File: config.mk
export PLATFORM = sky130hd
export DESIGN_NAME = lz78dh_hash
export DESIGN_NICKNAME = d
export VERILOG_FILES = /design/src/rtl/lz78_dictionary_hash_table_top_assert.svh /design/src/rtl/lz78dh_pkg.sv /design/src/rtl/lz78dh_hash.sv
export SDC_FILE = /design/constraint.sdc
export NUM_CORES = 1
export LEC_CHECK = 0
export BUFFER_PORTS_ARGS = -buffer_cell sky130_fd_sc_hd__buf_4
export CAP_MARGIN = 20
export CORE_MARGIN = 2
export CORE_UTILIZATION = 45
export DETAILED_ROUTE_END_ITERATION = 8
export PLACE_DENSITY = 0.63
export SYNTH_ARGS = -nofsm -noshare
export SYNTH_HDL_FRONTEND = slang
export SYNTH_SLANG_ARGS = --single-unit
File: constraint.sdc
create_clock -name vclk -period 11.8
set_input_delay 2.36 -clock vclk [all_inputs]
set_output_delay 2.36 -clock vclk [all_outputs]
set_load 0.02 [all_outputs]
File: src/rtl/lz78_dictionary_hash_table_top_assert.svh
// Assertion macros for the LZ78 dictionary hash table.
// Included by the top level; needs no package.
`ifndef LZ78_DICTIONARY_HASH_TABLE_TOP_ASSERT_SVH
`define LZ78_DICTIONARY_HASH_TABLE_TOP_ASSERT_SVH
`ifndef SYNTHESIS
// Same-cycle implication, disabled during reset.
`define LZDH_ASSERT_NOW(lbl, clk, rst, ante, cons) \
   lbl: assert property (@(posedge clk) disable iff (rst) (ante) |-> (cons)) \
      else $error("lz78 dictionary assertion failed");
// Next-cycle implication, disabled during reset.
`define LZDH_ASSERT_NEXT(lbl, clk, rst, ante, cons) \
   lbl: assert property (@(posedge clk) disable iff (rst) (ante) |=> (cons)) \
      else $error("lz78 dictionary assertion failed");
`else
`define LZDH_ASSERT_NOW(lbl, clk, rst, ante, cons)
`define LZDH_ASSERT_NEXT(lbl, clk, rst, ante, cons)
`endif
`endif

File: src/rtl/lz78dh_pkg.sv
// Shared constants and types of the LZ78 dictionary hash table.
// Used by the hash unit and the top level; depends on nothing.
package lz78dh_pkg;

   localparam int ROW_BITS   = 14;
   localparam int TABLE_ROWS = 1 << ROW_BITS;
   localparam int COUNT_W    = ROW_BITS + 1;
   localparam int LABEL_W    = 14;
   localparam int SYM_W      = 8;
   localparam int KEY_W      = LABEL_W + SYM_W + 2;

   localparam logic [LABEL_W-1:0]  ROOT_LABEL  = LABEL_W'(256);
   localparam logic [SYM_W-1:0]    SYM_LAST    = SYM_W'(255);
   localparam logic [31:0]         GOLDEN_FRAC = 32'd2654435769;
   localparam logic [COUNT_W-1:0]  COUNT_FULL  = COUNT_W'(TABLE_ROWS);
   localparam logic [ROW_BITS:0]   FOLD_MOD    = (ROW_BITS + 1)'(TABLE_ROWS - 1);

   typedef enum logic [1:0] {
      CMD_SEARCH  = 2'd0,
      CMD_INSERT  = 2'd1,
      CMD_REBUILD = 2'd2,
      CMD_NONE    = 2'd3
   } cmd_type;

   typedef enum logic [2:0] {
      ST_CLEAR,
      ST_IDLE,
      ST_HASH,
      ST_PROBE,
      ST_RESP
   } state_type;

   typedef struct packed {
      logic [LABEL_W-1:0] parent;
      logic [SYM_W-1:0]   symbol;
      logic [LABEL_W-1:0] label;
   } entry_type;

   typedef struct packed {
      logic [ROW_BITS-1:0] base;
      logic [ROW_BITS-1:0] step;
   } hash_type;

endpackage

File: src/rtl/lz78dh_hash.sv
// Hash unit: base slot by fixed-point multiplicative hashing and probe step.
// Depends on lz78dh_pkg.
module lz78dh_hash (
   input  logic [lz78dh_pkg::KEY_W-1:0] key,
   input  logic                         double_hash_mode,
   output lz78dh_pkg::hash_type         hash
);

   logic [31:0]                   frac;
   logic [lz78dh_pkg::ROW_BITS:0] fold;
   logic [lz78dh_pkg::ROW_BITS:0] rem;

   // fractional part of key * golden ratio, 0.32 fixed point
   assign frac = 32'(key) * lz78dh_pkg::GOLDEN_FRAC;

   // key mod (rows - 1): fold the high part onto the low part, then one correction
   assign fold = (lz78dh_pkg::ROW_BITS + 1)'(key[lz78dh_pkg::ROW_BITS-1:0])
               + (lz78dh_pkg::ROW_BITS + 1)'(key[lz78dh_pkg::KEY_W-1:lz78dh_pkg::ROW_BITS]);
   assign rem  = (fold >= lz78dh_pkg::FOLD_MOD) ? fold - lz78dh_pkg::FOLD_MOD : fold;

   assign hash.base = frac[31 -: lz78dh_pkg::ROW_BITS];
   assign hash.step = double_hash_mode
                    ? (rem[lz78dh_pkg::ROW_BITS-1:0] | lz78dh_pkg::ROW_BITS'(1))
                    : lz78dh_pkg::ROW_BITS'(1);

endmodule

==> impl_metrics.ini <==
[run_status]
status = finished, final reports clean

[min_path]
hp-start = double_hash_mode
whs_path_depth = 4
tightest_hold_check_type = primary input to output port
min_to = hash[9]

[placement]
placed_cell_area_mm2 = 0.00918
placedCellCount = 1177
io_port_bufs = 52
pre_cts_slack_ns = 0.743
dp_hpwl_mm = 19.9
gp_routability_congestion = 0.957

[timing]
finalCritPeriodShare_pct = 93.4
setup_total_negative_slack_ns = 0
grt_setup_unrepaired = false
layout_min_cycle_time_ns = 11.03
hold_violations = 0
timing.fmax_mhz = 90.7
finalSetupViolCount = 0
final-max-slew-violation-count = 0
tightestPinTransition_ns = 0.825
slew_headroom_pct = 44.4
layout_setup_ws_ns = 0.775

[floorplanning]
std_cell_rows = 50
num_io_pins = 53
initial_utilization_pct = 45.8
core-area_mm2 = 0.0186
chipWidth_um = 142
die_area_mm2 = 0.0201
die_height_um = 142

[grt]
track_usage_pct = 22.8
grt_remaining_overflow = 0
first_global_vias = 6343
maximum_number_of_pins_on_one_net_before_global_route_repair = 16
grt_first_pass_wirelength_mm = 34.7
initial_antenna_violation_count = 0

[drt]
route.antenna.remaining_nets = 0
drtPass1Iterations = 4
detail_route.wl_per_cell_um = 18.3
dr_wl_met2_mm = 10.3
highest-signal-layer = met4
drt_iter0_drc = 240
remaining_drc_errors = 0
num_vias = 5866
wl_met1_mm = 9.83
detail_route.wirelength_mm = 21.5
route.met3.wl_mm = 1.16
vias_per_cell = 4.98

[setup_path]
cp_slowest_stage_delay_ns = 0.59
start_kind = primary input
crit_path_top_delay_cell = sky130_fd_sc_hd__fa_1
cp.required_ns = 9.44
arrival_ns = 8.67
worst_path_dominant_cell_family = adder cells
critical_path.most_common_cell = sky130_fd_sc_hd__fa_1
worstPathBufferInverterCount = 9
worstSetupPathType = primary input to output port
timing.critical_path.to_type = output port
path_max_fanout = 8

[yosys]
syn_nets = 1266
postSynthAreaPerCell_um2 = 9.52
post_synth_instance_area_mm2 = 0.00853
postSynthCellCount = 896
ys_seq_area_share_pct = 0
synth_cell_type_count = 57
synth_warnings = 0

[final_layout]
antenna_cells = 0
nets = 1315
ff_latch_area_um2 = 0
nFlopsAndLatches = 0
proportion_of_layout_cells_with_a_drive_suffix_above_1_pct = 7.53
flow.area_growth_from_synthesis_pct = 7.57
final_cell_count_no_fill = 1177
design_area_final_mm2 = 0.00918
num-clock-buffers = 0

[clocking]
post-cts-setup-buffers = 0
cts_repair_resize_count = 0
hold_buffers = 0

[flow_run]
number_of_violations_of_the_max_capacitance_limit = 0
## layout make-up
type	count	area [µm²]
inverters	313	1170
repair buffers	53	398
fillers	1822	9470
well taps	234	293
multi-input cells	577	7310
## per-stage QoR
step | utilization (%) | hold slack [ns]
floorplan | - | 4.92
global placement | 49.2 | 5.08
detailed placement | 49.2 | 5.10
CTS | 49.2 | 5.09
global route | 49.2 | 5.13
finish | 49.2 | 5.09
## worst min-delay path, cell delays in order
cell	delay, ns
sky130_fd_sc_hd__buf_4	0.09
sky130_fd_sc_hd__o211ai_1	0.07
sky130_fd_sc_hd__nand2b_1	0.07
sky130_fd_sc_hd__buf_4	0.13
## Yosys cell counts, types with 3 or more instances
master | n | area share (%)
sky130_fd_sc_hd__nand2b_1 | 3 | 0.22
sky130_fd_sc_hd__nand3_1 | 14 | 0.82
sky130_fd_sc_hd__o21a_1 | 4 | 0.35
sky130_fd_sc_hd__inv_1 | 313 | 14
sky130_fd_sc_hd__xor2_1 | 15 | 1.5
sky130_fd_sc_hd__nor4_1 | 4 | 0.29
sky130_fd_sc_hd__ha_1 | 151 | 22
sky130_fd_sc_hd__or3_1 | 3 | 0.22
sky130_fd_sc_hd__nand4_1 | 3 | 0.22
sky130_fd_sc_hd__o21ai_0 | 12 | 0.70
sky130_fd_sc_hd__nand2_1 | 17 | 0.75
sky130_fd_sc_hd__or2_2 | 5 | 0.37
sky130_fd_sc_hd__nor3_1 | 4 | 0.23
sky130_fd_sc_hd__nor2_1 | 19 | 0.84
sky130_fd_sc_hd__xnor2_1 | 34 | 3.5
sky130_fd_sc_hd__a21o_1 | 13 | 1.1
sky130_fd_sc_hd__fa_1 | 194 | 46
sky130_fd_sc_hd__a211oi_1 | 6 | 0.53
sky130_fd_sc_hd__a21oi_1 | 32 | 1.9
## cells by family (layout without fill, tap and decap cells)
logic type,count (synthesis),count (layout),share of synthesized area (%)
AND/OR/NAND/NOR,87,87,5.29
other,1,1,0.0440
buffers and inverters,319,366,14.3
adder cells (fa/ha/maj),345,345,67.7
XOR/XNOR,50,50,5.22
AO/OA/AOI/OAI,92,92,7.23
multiplexers,2,2,0.249
## layer usage
layer	vias up	track usage, %
li1	2793	-
met3	13	4.12
met4	0	2.16
met2	117	38.1
met1	2943	32.4
met5	-	0
## cells in the final DEF (no fill, tap or decap), types with 3 or more instances in the layout
cell	netlist	final
sky130_fd_sc_hd__nor4_1	4	4
sky130_fd_sc_hd__nand3_1	14	14
sky130_fd_sc_hd__nor3_1	4	4
sky130_fd_sc_hd__or3_1	3	3
sky130_fd_sc_hd__a21oi_1	32	32
sky130_fd_sc_hd__a21o_1	13	13
sky130_fd_sc_hd__buf_4	1	53
sky130_fd_sc_hd__o21a_1	4	4
sky130_fd_sc_hd__xor2_1	15	15
sky130_fd_sc_hd__ha_1	151	151
sky130_fd_sc_hd__nand2b_1	3	3
sky130_fd_sc_hd__xnor2_1	34	34
sky130_fd_sc_hd__or2_2	5	5
sky130_fd_sc_hd__nor2_1	19	19
sky130_fd_sc_hd__inv_1	313	313
sky130_fd_sc_hd__fa_1	194	194
sky130_fd_sc_hd__o21ai_0	12	12
sky130_fd_sc_hd__nand2_1	17	17
sky130_fd_sc_hd__nand4_1	3	3
sky130_fd_sc_hd__a211oi_1	6	6
## how the worst max path moves through the flow
| stage | start | to | slack [ns] | cells past startpoint |
|---|---|---|---|---|
| after floorplan | key[3] | hash[27] | 1.27 | 22 |
| after global placement | key[3] | hash[27] | 0.82 | 25 |
| after detailed placement | key[3] | hash[27] | 0.74 | 25 |
| after CTS | key[3] | hash[27] | 0.76 | 25 |
| after global routing | key[3] | hash[25] | 0.40 | 25 |
| final | key[3] | hash[25] | 0.77 | 25 |
Power is not shown: default switching activity piles up to over one toggle a cycle in this logic, so the estimate is an artifact.
